<file path="src/tokcm_pkg.sv">
// Shared definitions for the character tokeniser: field widths, character
// constants, result class and error codes, register indexes and reset values.
// No dependencies.
package tokcm_pkg;

   // Field widths of the result word and the configuration port.
   localparam int CHAR_W     = 8;
   localparam int LEN_W      = 12;
   localparam int LINE_W     = 32;
   localparam int COL_W      = 16;
   localparam int CSR_DATA_W = 64;
   localparam int CSR_IDX_W  = 3;
   localparam int COUNT_W    = 4;
   localparam int MAX_SLOTS  = 8;

   // Default module parameters.
   localparam int SET_SLOTS_DEF      = 8;
   localparam int TOKEN_LEN_BITS_DEF = 12;

   // Line break characters.
   localparam logic [CHAR_W-1:0] CHAR_LF = 8'h0A;
   localparam logic [CHAR_W-1:0] CHAR_CR = 8'h0D;

   // Register reset values: whitespace is space, FF, LF, CR, TAB and VT;
   // no comment start bytes; comments stop at LF or CR.
   localparam logic [CSR_DATA_W-1:0] SPACE_CHARS_RST = 64'h0000_0B09_0D0A_0C20;
   localparam logic [COUNT_W-1:0]    SPACE_COUNT_RST = 4'd6;
   localparam logic [CSR_DATA_W-1:0] OPEN_CHARS_RST  = 64'h0;
   localparam logic [COUNT_W-1:0]    OPEN_COUNT_RST  = 4'd0;
   localparam logic [CSR_DATA_W-1:0] CLOSE_CHARS_RST = 64'h0000_0000_0000_0D0A;
   localparam logic [COUNT_W-1:0]    CLOSE_COUNT_RST = 4'd2;
   localparam logic [LEN_W-1:0]      MAX_LEN_RST     = 12'd255;

   // Result class of a character.
   typedef enum logic [2:0] {
      CLS_SPACE = 3'd0,
      CLS_OPEN  = 3'd1,
      CLS_BODY  = 3'd2,
      CLS_CLOSE = 3'd3,
      CLS_TOKEN = 3'd4,
      CLS_END   = 3'd5
   } chr_class_type;

   // Error codes.
   typedef enum logic [1:0] {
      ERR_NONE     = 2'd0,
      ERR_TOO_LONG = 2'd1,
      ERR_OPEN_END = 2'd2
   } err_type;

   // Configuration register indexes.
   typedef enum logic [CSR_IDX_W-1:0] {
      REG_SPACE_CHARS = 3'd0,
      REG_SPACE_COUNT = 3'd1,
      REG_OPEN_CHARS  = 3'd2,
      REG_OPEN_COUNT  = 3'd3,
      REG_CLOSE_CHARS = 3'd4,
      REG_CLOSE_COUNT = 3'd5,
      REG_MAX_LEN     = 3'd6
   } csr_index_type;

   // Current configuration as seen by the datapath.
   typedef struct packed {
      logic [CSR_DATA_W-1:0] space_chars;
      logic [COUNT_W-1:0]    space_count;
      logic [CSR_DATA_W-1:0] open_chars;
      logic [COUNT_W-1:0]    open_count;
      logic [CSR_DATA_W-1:0] close_chars;
      logic [COUNT_W-1:0]    close_count;
      logic [LEN_W-1:0]      max_token_len;
   } cfg_type;

   // Set membership of the incoming character.
   typedef struct packed {
      logic space;
      logic open;
      logic close;
   } hit_type;

endpackage

</file>
<file path="src/tokcm_if.sv">
// Valid/ready channels of the tokeniser: the character request channel and
// the classified result channel. Depends on tokcm_pkg.
interface tokcm_req_if;
   logic                         valid;
   logic                         ready;
   logic [tokcm_pkg::CHAR_W-1:0] char_in;
   logic                         end_of_input;

   modport source (output valid, output char_in, output end_of_input, input ready);
   modport sink   (input valid, input char_in, input end_of_input, output ready);
endinterface

interface tokcm_rsp_if;
   logic                         valid;
   logic                         ready;
   logic [tokcm_pkg::CHAR_W-1:0] char_out;
   logic [2:0]                   char_class;
   logic                         token_first;
   logic [tokcm_pkg::LEN_W-1:0]  token_length;
   logic [1:0]                   error_code;
   logic [tokcm_pkg::LINE_W-1:0] line_number;
   logic [tokcm_pkg::COL_W-1:0]  column_number;

   modport source (output valid, output char_out, output char_class, output token_first,
                   output token_length, output error_code, output line_number,
                   output column_number, input ready);
   modport sink   (input valid, input char_out, input char_class, input token_first,
                   input token_length, input error_code, input line_number,
                   input column_number, output ready);
endinterface

</file>
<file path="src/char_tokenizer_with_comments.sv">
// Top level of the character tokeniser with comment handling.
// Depends on tokcm_pkg, tokcm_if, tokcm_csr, tokcm_match and tokcm_core.
//
// Usage:
//   req carries one character word (char_in, end_of_input) per handshake;
//   rsp returns exactly one classified word for each request word, in order.
//   The csr_ port writes the whitespace, comment start and comment stop sets,
//   their counts and the maximum token length; write only while idle.
// Throughput:
//   A word accepted at one edge appears on rsp right after that edge. One word
//   per cycle is sustained while rsp.ready is high: the set compares and state
//   update sit between the request and the single result register.
// Reset:
//   Synchronous reset restores the default character sets, line 1, column 0,
//   and clears comment, token and end-of-stream state.
// Stalls:
//   While rsp.ready is low a held result word stays and req.ready drops; it
//   rises again in the cycle the held word is taken, so no cycle is lost.
// After an end-of-input word every further word is answered as an end word
// until reset.
module char_tokenizer_with_comments #(
   parameter int SET_SLOTS      = tokcm_pkg::SET_SLOTS_DEF,
   parameter int TOKEN_LEN_BITS = tokcm_pkg::TOKEN_LEN_BITS_DEF
) (
   input  logic                             clock,
   input  logic                             reset,
   tokcm_req_if.sink                        req,
   tokcm_rsp_if.source                      rsp,
   input  logic                             csr_we,
   input  logic [tokcm_pkg::CSR_IDX_W-1:0]  csr_index,
   input  logic [tokcm_pkg::CSR_DATA_W-1:0] csr_wdata
);

   tokcm_pkg::cfg_type cfg;
   tokcm_pkg::hit_type hit;

   // Configuration registers.
   tokcm_csr u_csr (
      .clock     (clock),
      .reset     (reset),
      .csr_we    (csr_we),
      .csr_index (csr_index),
      .csr_wdata (csr_wdata),
      .cfg       (cfg)
   );

   // Set membership of the incoming character.
   tokcm_match #(
      .SET_SLOTS (SET_SLOTS)
   ) u_match (
      .char_in (req.char_in),
      .cfg     (cfg),
      .hit     (hit)
   );

   // Classification, stream state and result register.
   tokcm_core #(
      .TOKEN_LEN_BITS (TOKEN_LEN_BITS)
   ) u_core (
      .clock (clock),
      .reset (reset),
      .cfg   (cfg),
      .hit   (hit),
      .req   (req),
      .rsp   (rsp)
   );

endmodule

</file>
<file path="src/tokcm_csr.sv">
// Configuration register file of the tokeniser: seven write-only registers.
// Depends on tokcm_pkg.
module tokcm_csr (
   input  logic                             clock,
   input  logic                             reset,
   input  logic                             csr_we,
   input  logic [tokcm_pkg::CSR_IDX_W-1:0]  csr_index,
   input  logic [tokcm_pkg::CSR_DATA_W-1:0] csr_wdata,
   output tokcm_pkg::cfg_type               cfg
);

   tokcm_pkg::cfg_type cfg_ff;
   tokcm_pkg::cfg_type cfg_in;

   // Decode the write into the next register contents.
   always_comb begin
      cfg_in = cfg_ff;
      if (csr_we) begin
         case (tokcm_pkg::csr_index_type'(csr_index))
            tokcm_pkg::REG_SPACE_CHARS: cfg_in.space_chars = csr_wdata;
            tokcm_pkg::REG_SPACE_COUNT:
               cfg_in.space_count = csr_wdata[tokcm_pkg::COUNT_W-1:0];
            tokcm_pkg::REG_OPEN_CHARS: cfg_in.open_chars = csr_wdata;
            tokcm_pkg::REG_OPEN_COUNT:
               cfg_in.open_count = csr_wdata[tokcm_pkg::COUNT_W-1:0];
            tokcm_pkg::REG_CLOSE_CHARS: cfg_in.close_chars = csr_wdata;
            tokcm_pkg::REG_CLOSE_COUNT:
               cfg_in.close_count = csr_wdata[tokcm_pkg::COUNT_W-1:0];
            tokcm_pkg::REG_MAX_LEN:
               cfg_in.max_token_len = csr_wdata[tokcm_pkg::LEN_W-1:0];
            default: cfg_in = cfg_ff;
         endcase
      end
   end

   // Registers load their documented defaults at reset.
   always_ff @(posedge clock) begin
      if (reset) begin
         cfg_ff.space_chars   <= tokcm_pkg::SPACE_CHARS_RST;
         cfg_ff.space_count   <= tokcm_pkg::SPACE_COUNT_RST;
         cfg_ff.open_chars    <= tokcm_pkg::OPEN_CHARS_RST;
         cfg_ff.open_count    <= tokcm_pkg::OPEN_COUNT_RST;
         cfg_ff.close_chars   <= tokcm_pkg::CLOSE_CHARS_RST;
         cfg_ff.close_count   <= tokcm_pkg::CLOSE_COUNT_RST;
         cfg_ff.max_token_len <= tokcm_pkg::MAX_LEN_RST;
      end else begin
         cfg_ff <= cfg_in;
      end
   end

   assign cfg = cfg_ff;

endmodule

</file>
<file path="src/tokcm_match.sv">
// Parallel set membership of one character against the whitespace, comment
// start and comment stop sets. Depends on tokcm_pkg.
module tokcm_match #(
   parameter int SET_SLOTS = tokcm_pkg::SET_SLOTS_DEF
) (
   input  logic [tokcm_pkg::CHAR_W-1:0] char_in,
   input  tokcm_pkg::cfg_type           cfg,
   output tokcm_pkg::hit_type           hit
);

   localparam int CharW  = tokcm_pkg::CHAR_W;
   localparam int CountW = tokcm_pkg::COUNT_W;

   // One compare per slot and set; a slot counts only below the set's count,
   // so a count at or above the number of slots behaves as a full set.
   always_comb begin
      hit = '0;
      for (int k = 0; k < SET_SLOTS; k++) begin
         if ((cfg.space_count > CountW'(k)) &&
             (cfg.space_chars[CharW*k +: CharW] == char_in))
            hit.space = 1'b1;
         if ((cfg.open_count > CountW'(k)) &&
             (cfg.open_chars[CharW*k +: CharW] == char_in))
            hit.open = 1'b1;
         if ((cfg.close_count > CountW'(k)) &&
             (cfg.close_chars[CharW*k +: CharW] == char_in))
            hit.close = 1'b1;
      end
   end

endmodule

</file>
<file path="src/tokcm_core.sv">
// Tokeniser state and result register: classifies each accepted word, updates
// comment, token, line and column state, and holds the result word.
// Depends on tokcm_pkg and tokcm_if.
module tokcm_core #(
   parameter int TOKEN_LEN_BITS = tokcm_pkg::TOKEN_LEN_BITS_DEF
) (
   input  logic                 clock,
   input  logic                 reset,
   input  tokcm_pkg::cfg_type   cfg,
   input  tokcm_pkg::hit_type   hit,
   tokcm_req_if.sink            req,
   tokcm_rsp_if.source          rsp
);

   localparam int LenW   = tokcm_pkg::LEN_W;
   localparam int LineW  = tokcm_pkg::LINE_W;
   localparam int ColW   = tokcm_pkg::COL_W;
   localparam int CharW  = tokcm_pkg::CHAR_W;
   localparam int CntW   = (TOKEN_LEN_BITS > LenW) ? LenW : TOKEN_LEN_BITS;
   localparam logic [CntW-1:0]  CntMax  = {CntW{1'b1}};
   localparam logic [LineW-1:0] LineMax = {LineW{1'b1}};
   localparam logic [ColW-1:0]  ColMax  = {ColW{1'b1}};

   // Stream state.
   logic             in_comment_ff, in_comment_in;
   logic             in_token_ff,   in_token_in;
   logic [CntW-1:0]  token_cnt_ff,  token_cnt_in;
   logic [LineW-1:0] line_ff,       line_in;
   logic [ColW-1:0]  col_ff,        col_in;
   logic             ended_ff,      ended_in;

   // Result register.
   logic                       rsp_valid_ff;
   logic [CharW-1:0]           char_ff,   char_in;
   tokcm_pkg::chr_class_type   cls_ff,    cls_in;
   logic                       first_ff,  first_in;
   logic [LenW-1:0]            len_ff,    len_in;
   tokcm_pkg::err_type         err_ff,    err_in;

   logic            accept;
   logic            is_break;
   logic [CntW-1:0] cnt_base;
   logic            cnt_at_max;
   logic [CntW-1:0] cnt_next;

   // A new word is taken whenever the result register is empty or draining.
   assign req.ready = !rsp_valid_ff || rsp.ready;
   assign accept    = req.valid && req.ready;

   // Token length arithmetic: restart at zero on the first token character.
   assign is_break   = (req.char_in == tokcm_pkg::CHAR_LF) ||
                       (req.char_in == tokcm_pkg::CHAR_CR);
   assign cnt_base   = in_token_ff ? token_cnt_ff : '0;
   assign cnt_at_max = (cnt_base == CntMax);
   assign cnt_next   = cnt_at_max ? cnt_base : cnt_base + 1'b1;

   // Classification and next state for one word.
   always_comb begin
      in_comment_in = in_comment_ff;
      in_token_in   = in_token_ff;
      token_cnt_in  = token_cnt_ff;
      line_in       = line_ff;
      col_in        = col_ff;
      ended_in      = ended_ff;
      char_in       = req.char_in;
      cls_in        = tokcm_pkg::CLS_TOKEN;
      first_in      = 1'b0;
      len_in        = '0;
      err_in        = tokcm_pkg::ERR_NONE;

      if (req.end_of_input || ended_ff) begin
         // End of stream, and every word after it until reset.
         ended_in = 1'b1;
         char_in  = '0;
         cls_in   = tokcm_pkg::CLS_END;
         err_in   = in_comment_ff ? tokcm_pkg::ERR_OPEN_END : tokcm_pkg::ERR_NONE;
      end else begin
         // Line and column, reported after the update.
         if (is_break) begin
            if (line_ff != LineMax)
               line_in = line_ff + 1'b1;
            col_in = '0;
         end else if (col_ff != ColMax) begin
            col_in = col_ff + 1'b1;
         end

         if (in_comment_ff) begin
            cls_in       = hit.close ? tokcm_pkg::CLS_CLOSE : tokcm_pkg::CLS_BODY;
            in_comment_in = !hit.close;
            in_token_in  = 1'b0;
            token_cnt_in = '0;
         end else if (hit.space) begin
            cls_in       = tokcm_pkg::CLS_SPACE;
            in_token_in  = 1'b0;
            token_cnt_in = '0;
         end else if (hit.open) begin
            cls_in        = tokcm_pkg::CLS_OPEN;
            in_comment_in = 1'b1;
            in_token_in   = 1'b0;
            token_cnt_in  = '0;
         end else begin
            cls_in       = tokcm_pkg::CLS_TOKEN;
            first_in     = !in_token_ff;
            in_token_in  = 1'b1;
            token_cnt_in = cnt_next;
            len_in       = LenW'(cnt_next);
            if (cnt_at_max || (LenW'(cnt_next) > cfg.max_token_len))
               err_in = tokcm_pkg::ERR_TOO_LONG;
         end
      end
   end

   // State registers advance on each accepted word.
   always_ff @(posedge clock) begin
      if (reset) begin
         in_comment_ff <= 1'b0;
         in_token_ff   <= 1'b0;
         token_cnt_ff  <= '0;
         line_ff       <= LineW'(1);
         col_ff        <= '0;
         ended_ff      <= 1'b0;
         rsp_valid_ff  <= 1'b0;
      end else begin
         if (accept) begin
            in_comment_ff <= in_comment_in;
            in_token_ff   <= in_token_in;
            token_cnt_ff  <= token_cnt_in;
            line_ff       <= line_in;
            col_ff        <= col_in;
            ended_ff      <= ended_in;
            rsp_valid_ff  <= 1'b1;
         end else if (rsp.ready) begin
            rsp_valid_ff  <= 1'b0;
         end
      end
   end

   // Result payload loads with the word; it needs no reset.
   always_ff @(posedge clock) begin
      if (accept) begin
         char_ff  <= char_in;
         cls_ff   <= cls_in;
         first_ff <= first_in;
         len_ff   <= len_in;
         err_ff   <= err_in;
      end
   end

   // Line and column of a result are the state after its word.
   assign rsp.valid         = rsp_valid_ff;
   assign rsp.char_out      = char_ff;
   assign rsp.char_class    = cls_ff;
   assign rsp.token_first   = first_ff;
   assign rsp.token_length  = len_ff;
   assign rsp.error_code    = err_ff;
   assign rsp.line_number   = line_ff;
   assign rsp.column_number = col_ff;

endmodule

</file>
<file path="src/flat_wrapper.sv">
// flat-port wrapper written by rule: the top's interface ports become plain ports
module char_tokenizer_with_comments_flat 
#(
   parameter int SET_SLOTS      = tokcm_pkg::SET_SLOTS_DEF,
   parameter int TOKEN_LEN_BITS = tokcm_pkg::TOKEN_LEN_BITS_DEF
)
  (clock, reset, csr_we, csr_index, csr_wdata, req_valid, req_char_in, req_end_of_input, req_ready, rsp_valid, rsp_char_out, rsp_char_class, rsp_token_first, rsp_token_length, rsp_error_code, rsp_line_number, rsp_column_number, rsp_ready);
  tokcm_req_if req_i ();
  tokcm_rsp_if rsp_i ();
  input  logic clock;
  input  logic reset;
  input  logic csr_we;
  input  logic [tokcm_pkg::CSR_IDX_W-1:0] csr_index;
  input  logic [tokcm_pkg::CSR_DATA_W-1:0] csr_wdata;
  input wire logic [$bits(req_i.valid)-1:0] req_valid;
  input wire logic [$bits(req_i.char_in)-1:0] req_char_in;
  input wire logic [$bits(req_i.end_of_input)-1:0] req_end_of_input;
  output wire logic [$bits(req_i.ready)-1:0] req_ready;
  output wire logic [$bits(rsp_i.valid)-1:0] rsp_valid;
  output wire logic [$bits(rsp_i.char_out)-1:0] rsp_char_out;
  output wire logic [$bits(rsp_i.char_class)-1:0] rsp_char_class;
  output wire logic [$bits(rsp_i.token_first)-1:0] rsp_token_first;
  output wire logic [$bits(rsp_i.token_length)-1:0] rsp_token_length;
  output wire logic [$bits(rsp_i.error_code)-1:0] rsp_error_code;
  output wire logic [$bits(rsp_i.line_number)-1:0] rsp_line_number;
  output wire logic [$bits(rsp_i.column_number)-1:0] rsp_column_number;
  input wire logic [$bits(rsp_i.ready)-1:0] rsp_ready;
  assign req_i.valid = req_valid;
  assign req_i.char_in = req_char_in;
  assign req_i.end_of_input = req_end_of_input;
  assign req_ready = req_i.ready;
  assign rsp_valid = rsp_i.valid;
  assign rsp_char_out = rsp_i.char_out;
  assign rsp_char_class = rsp_i.char_class;
  assign rsp_token_first = rsp_i.token_first;
  assign rsp_token_length = rsp_i.token_length;
  assign rsp_error_code = rsp_i.error_code;
  assign rsp_line_number = rsp_i.line_number;
  assign rsp_column_number = rsp_i.column_number;
  assign rsp_i.ready = rsp_ready;
  char_tokenizer_with_comments #(.SET_SLOTS(SET_SLOTS), .TOKEN_LEN_BITS(TOKEN_LEN_BITS)) u_core (.clock(clock), .reset(reset), .req(req_i), .rsp(rsp_i), .csr_we(csr_we), .csr_index(csr_index), .csr_wdata(csr_wdata));
endmodule
</file>
<file path="config.mk">
export PLATFORM = sky130hd
export DESIGN_NAME = char_tokenizer_with_comments_flat
export DESIGN_NICKNAME = d
export VERILOG_FILES = /design/src/tokcm_pkg.sv /design/src/tokcm_if.sv /design/src/char_tokenizer_with_comments.sv /design/src/tokcm_csr.sv /design/src/tokcm_match.sv /design/src/tokcm_core.sv /design/src/flat_wrapper.sv
export SDC_FILE = /design/constraint.sdc
export NUM_CORES = 1
export LEC_CHECK = 0
export BUFFER_PORTS_ARGS = -buffer_cell sky130_fd_sc_hd__buf_2
export CAP_MARGIN = 20
export CORE_ASPECT_RATIO = 1.2
export CORE_MARGIN = 3
export CORE_UTILIZATION = 64
export CTS_CLUSTER_SIZE = 8
export DETAILED_ROUTE_END_ITERATION = 16
export PLACE_DENSITY = 0.86
export REMOVE_ABC_BUFFERS = 1
export SLEW_MARGIN = 20
export SYNTH_ARGS = -nofsm -noshare
export SYNTH_HDL_FRONTEND = slang
export SYNTH_SLANG_ARGS = --single-unit
</file>
<file path="constraint.sdc">
create_clock -name clock -period 6.8 [get_ports clock]
set_clock_uncertainty 0.1 [all_clocks]
set_input_delay 0.68 -clock clock [delete_from_list [all_inputs] [get_ports clock]]
set_output_delay 0.68 -clock clock [all_outputs]
set_load 0.005 [all_outputs]
</file>
Word level (Yosys, flattened, before mapping)
Cells that the tools add are included.
{ "totals": {"regBits": 306, "latch_bits": 0, "mem_bits_rw": 0, "mem_bits_ro": 0, "output_inout_bits": 76, "mem_count": 0} }
{ "op_classes": {"addsub": 3, "multipliers": 0, "n_div": 0, "n_lt_le_gt_ge": 25, "n_eq_ne": 35, "n_shift": 0, "n_mux": 49, "bitwise": 1, "reduce_logical": 47} }
{ "ops": {"columns": ["operator", "n"], "rows": [
  ["8-bit == test", 24],
  ["12-bit two-way mux", 5],
  ["4-bit by 3-bit > comparator with 1-bit output (second input constant)", 12],
  ["1-bit two-way mux", 37],
  ["32-bit by 1-bit adder with 32-bit output (second input constant)", 1],
  ["16-bit two-way mux", 2],
  ["32-bit != test (second input constant)", 1],
  ["1-bit logical AND", 25],
  ["4-bit by 1-bit > comparator with 1-bit output (second input constant)", 6],
  ["4-bit by 2-bit > comparator with 1-bit output (second input constant)", 6],
  ["2-bit AND reduction", 9],
  ["16-bit by 1-bit adder with 16-bit output (second input constant)", 1],
  ["8-bit by 4-bit == test with 1-bit output (second input constant)", 2],
  ["16-bit != test (second input constant)", 1],
  ["12-bit by 1-bit adder with 12-bit output (second input constant)", 1],
  ["12-bit == test (second input constant)", 1],
  ["12-bit > comparator", 1],
  ["3-bit == test (second input constant)", 3],
  ["3-bit two-way mux", 3],
  ["3-bit by 2-bit == test with 1-bit output (second input constant)", 2],
  ["1-bit logical OR", 4],
  ["2-bit two-way mux", 2],
  ["4-bit AND reduction", 1],
  ["2-bit nonzero test", 2],
  ["6 further kinds", 8]
]} }

Depth between registers and ports, before layout
{ "logic_depth": {"depth_word": 14, "depth_mapped": 17, "depth_no_buf": 16} }

Modules after synthesis
A second synthesis with hierarchy kept.
{ "hier_totals": {"hier_cells": 1642, "hier_area_um2": 15831.4} }
{ "by_module_without_submodules": {"columns": ["module", "instances", "cells_per_inst", "area_each_um2"], "rows": [
  ["tokcm_csr", 1, 804, 8619.5],
  ["tokcm_core", 1, 526, 4662.0],
  ["tokcm_match", 1, 312, 2549.9]
]} }

Worst setup path after synthesis
No wires, ideal clock.
{ "synth_timing": {"path_type": "reg-to-reg", "startpoint": "register u_core.u_core.in_token_ff", "endpoint": "register u_core.u_core.err_ff[0] (netlist: u_core.u_core.rsp.error_code[0]), data pin", "setup_ps": 271, "t_arrival_ps": 2710, "t_required_ps": 6429, "setup_slack_ps": 3719, "path_stages_with_launch": 18, "path_buffers": 1, "synth_period_minus_slack_ps": 3081, "path_cell_list": "dfxtp_1 nand2_1 inv_1 ha_1 nand2_1 nor3_1 nand3_1 clkbuf_1 nand2_1 xor2_1 nor2_1 ha_1 a21o_1 a21o_1 a21oi_1 o221ai_1 o21ai_0 a21oi_1"} }
{ "synth_via": {"elab_chain_len": 10, "word_cells_on_any_way": 11, "cone_classes": "add/sub (1); order compare (1); eq/ne (1); mux (7); reduce/logical (1)"} }
{ "synth_rtl": {"columns": ["item", "line", "source"], "rows": [
  ["from (decl)", "tokcm_core.sv:26", "logic in_token_ff, in_token_in;"],
  ["from (signal assigned)", "tokcm_core.sv:126", "in_token_ff <= in_token_in;"],
  ["12-bit two-way mux (*)", "tokcm_core.sv:53", "assign cnt_base = in_token_ff ? token_cnt_ff : '0;"],
  ["12-bit by 1-bit adder with 12-bit output or 12-bit == test (tied branches)", "tokcm_core.sv:55, tokcm_core.sv:54", null],
  ["12-bit two-way mux", "tokcm_core.sv:55", "assign cnt_next = cnt_at_max ? cnt_base : cnt_base + 1'b1;"],
  ["12-bit > comparator", "tokcm_core.sv:107", "if (cnt_at_max || (LenW'(cnt_next) > cfg.max_token_len))"],
  ["1-bit logical OR (*)", "tokcm_core.sv:107", null],
  ["1-bit two-way mux (*)", "tokcm_core.sv:107", null],
  ["1-bit two-way mux (*)", "tokcm_core.sv:96", "end else if (hit.open) begin"],
  ["1-bit two-way mux (*)", "tokcm_core.sv:92", "end else if (hit.space) begin"],
  ["1-bit two-way mux (*)", "tokcm_core.sv:87", "if (in_comment_ff) begin"],
  ["2-bit two-way mux (*)", "tokcm_core.sv:71", "if (req.end_of_input || ended_ff) begin"],
  ["to (signal assigned)", "tokcm_core.sv:145", "err_ff <= err_in;"],
  ["to (decl)", "tokcm_core.sv:38", "tokcm_pkg::err_type err_ff, err_in;"]
]} }
Every way passes the cells marked *; elsewhere a longest branch is shown, timed or not.
A chain may end at the register's enable or synchronous reset.

Worst setup path after layout
Ends and elaborated chain as after synthesis.

==> metrics.md <==
| Metric | Value |
|---|---|
| Slowest CP cell | `dfxtp_1` |
| Max Cap Violations | `0` |
| Via count | `12800` |
| Final core utilization | `74.4%` |
| Vias per inst | `6.03` |
| Post-synthesis adder-cell area fraction | `1.30%` |
| Most used DFF post-synth | `dfxtp_1` |
| Final TNS setup | `0 ps` |
| Area Growth Syn to Fin | `13.0%` |
| CTS tree | `yes` |
| Syn. warnings | `0` |
| VDD IR max | `0.196 mV` |
| Placement Rows | `59` |
| First-pass GRT wire length | `62200 um` |
| CTS Buf Count | `44` |
| Area of the die | `24500 um2` |
| All-Layer GR Usage | `31.1%` |
| Achievable clock frequency | `255 MHz` |
| Antenna Nets Post-Route | `0` |
| Outcome | `finished, final reports clean` |
| Total Wirelength | `38900 um` |
| Worst-path fanout max | `14` |
| Core area | `22000 um2` |
| Skew-Pair Late Insertion Delay | `530 ps` |
| Synthesized area | `14500 um2` |
| Routability cong. | `0.904` |
| Worst slew margin | `34.5%` |
| Largest family of logic cells by synthesized area | `simple AND/OR/NAND/NOR gates` |
| Bufs on Longest Clock Path | `3` |
| Final setup violation count | `0` |
| Lkg Pwr | `6.49 nW` |
| Die Span Y | `171 um` |
| DP HPWL | `24300 um` |
| Number of global-route vias before repair | `12300` |
| CTS sink cnt | `306` |
| Placement Setup Slack | `3000 ps` |
| CP dominant cell by count | `nand2_1` |
| DR iter-0 viols | `1063` |
| Clock Tree Root | `clkbuf_16` |
| Initial antenna violation count | `0` |
| Port bufs | `156` |
| Synth cell types | `66` |
| Hold Slack | `311 ps` |
| Nets | `1940` |
| Post-synth EDFFs | `26` |
| CP Cell Sequence | `nand2_1 -> inv_1 -> ha_1 -> nand2_1 -> nor3_1 -> nand3_1 -> nand2_1 -> xor2_1 -> nor2_1 -> ha_1 -> a21o_1 -> a21o_1 -> a21oi_1 -> o221ai_1 -> o21ai_0 -> a21oi_1` |
| Placed Area | `15200 um2` |
| CP arrival | `4080 ps` |
| CP top delay family | `simple AND/OR/NAND/NOR gates` |
| Dpl cells | `2072` |
| Post-synth ARST share | `0%` |
| Pre-antenna DRT Iters | `6` |
| Design area | `16400 um2` |
| CTS resizes | `0` |
| Syn_area_per_cell | `8.36 um2` |
| Post-synthesis mux area share | `0.872%` |
| Seq/Total Area, Yosys | `44.1%` |
| Slew Limit Fails | `0` |
| Wirelength per Cell | `18.3 um` |
| Critical path class | `flop to flop` |
| Required @ worst endpoint | `6950 ps` |
| I/O pins | `157` |
| Number of setup buffers added after CTS | `0` |
| Worst-margin pin slew | `982 ps` |
| Hold/Removal Path Class | `input pin to flop` |
| Post-Synth Simple-Gate Area | `24.6%` |
| WP buf/inv | `1` |
| Setup crit end kind | `flop` |
| RSZ-0062 raised after global routing | `false` |
| Synth Instances | `1732` |
| Tmin final | `3920 ps` |
| Critical path startpoint category | `flop` |
| DRC | `0` |
| Initial Util | `65.9%` |
| Pwr dens | `253 nW/um2` |
| Layout cells sized above 1 | `13.1%` |
| Area fraction in compound gates after synthesis | `10.0%` |
| H-tree Lvls | `2` |
| Fin. Hold Viols | `0` |
| Fin crit share | `57.7%` |
| Final Total Pwr | `4.14 mW` |
| Post-Synth XOR/XNOR Area | `14.5%` |
| Worst-path clk slew | `50 ps` |
| Fin cells | `2130` |
| Final worst slack | `2880 ps` |
| Slowest stage delay, CP | `590 ps` |
| Largest net degree at the start of global routing | `114` |
| Die width | `143 um` |
| Hold buffer count at cts | `0` |
| FF+latch count, synth | `306` |
| GRT overflow | `0` |
==> sequential cells by signal, summed over array words and instances (netlist names) <==
name and count:
u_core.u_core.rsp.error_code 2, u_core.u_csr.cfg 216, u_core.u_core.rsp.token_length 12, u_core.u_core.rsp.column_number 16, u_core.u_core.in_comment_ff 1, u_core.u_core.rsp.token_first 1, u_core.u_core.rsp.char_out 8, u_core.u_core.token_cnt_ff 12
u_core.u_core.in_token_ff 1, u_core.u_core.rsp.valid 1, u_core.u_core.rsp.char_class 3, u_core.u_core.rsp.line_number 32, u_core.u_core.ended_ff 1
==> tightest hold or removal path, cell delays in order <==
cell and delay [ps]:
buf_2 100, nand2_1 50, nand3b_1 70
==> final timing paths <==
path	from	cells after the start	slack [ps]	end
worst max-delay path	u_core.u_core.in_token_ff	16	2880	u_core.u_core.rsp.error_code[0]
worst min-delay path	csr_wdata[41]	3	310	u_core.u_csr.cfg[193]
worst max register to register	u_core.u_core.in_token_ff	16	2880	u_core.u_core.rsp.error_code[0]
worst min register to register	u_core.u_csr.cfg[11]	2	350	u_core.u_csr.cfg[11]
==> cells in the mapped netlist, types with 26 or more instances <==
cell type,n,area [um2]
a21oi_1,204,1020
clkbuf_1,72,270
dfxtp_1,280,5610
edfxtp_1,26,781
nand2_1,450,1690
nand3_1,31,155
nand3b_1,26,195
nand4_1,50,313
nor2_1,82,308
nor3_1,34,170
nor4_1,26,163
xnor2_1,90,788
xor2_1,148,1300
==> logic make-up after synthesis <==
kind of cell	Yosys count
AO/OA/AOI/OAI	258
buffers and inverters	128
multiplexers	12
flip-flops	306
adder cells (fa/ha/maj)	15
XOR/XNOR	239
AND/OR/NAND/NOR	774
==> layer usage <==
| layer | global-route usage (%) | part of all wire [%] | vias to the layer above |
|---|---|---|---|
| met5 | 0 | 0 | - |
| met2 | 53.3 | 49 | 611 |
| met1 | 38.5 | 39 | 6091 |
| met3 | 4.75 | 7.3 | 147 |
| met4 | 14.9 | 4.6 | 0 |
| li1 | - | - | 5995 |
==> power breakdown <==
| part | switching [mW] | leakage [nW] | internal [mW] | total, mW |
|---|---|---|---|---|
| logic | 0.196 | 3.37 | 0.105 | 0.301 |
| clock network | 0.749 | 0.589 | 1.20 | 1.95 |
| registers | 0.0290 | 2.52 | 1.86 | 1.89 |
| total | 0.974 | 6.49 | 3.17 | 4.14 |
==> cell usage in the layout (no fill, tap or decap), types with 13 or more instances in the layout <==
cell | netlist | routed
nand2_1 | 450 | 448
dfxtp_1 | 280 | 280
a21oi_1 | 204 | 204
buf_2 | 6 | 155
xor2_1 | 148 | 148
xnor2_1 | 90 | 90
nor2_1 | 82 | 81
nand4_1 | 50 | 50
clkbuf_16 | 0 | 46
nor3_1 | 34 | 32
nand3_1 | 31 | 30
nor4_1 | 26 | 26
nand3b_1 | 26 | 26
edfxtp_1 | 26 | 26
inv_1 | 24 | 24
ha_1 | 15 | 15
and3_1 | 14 | 14
nor2b_1 | 13 | 13
buf_4 | 6 | 13
==> area by class of cell <==
type                    instances  area, um2
diodes                          1       2.50
clock buffers                  55       1180
clock inverters                 2       25.0
fillers                      1562       5620
inverters                      25       93.8
multi-input cells            1298       7460
flip-flops and latches        306       6390
well taps                     274        343
repair buffers                169        885
No activity file was read; power rests on OpenSTA's default activity.
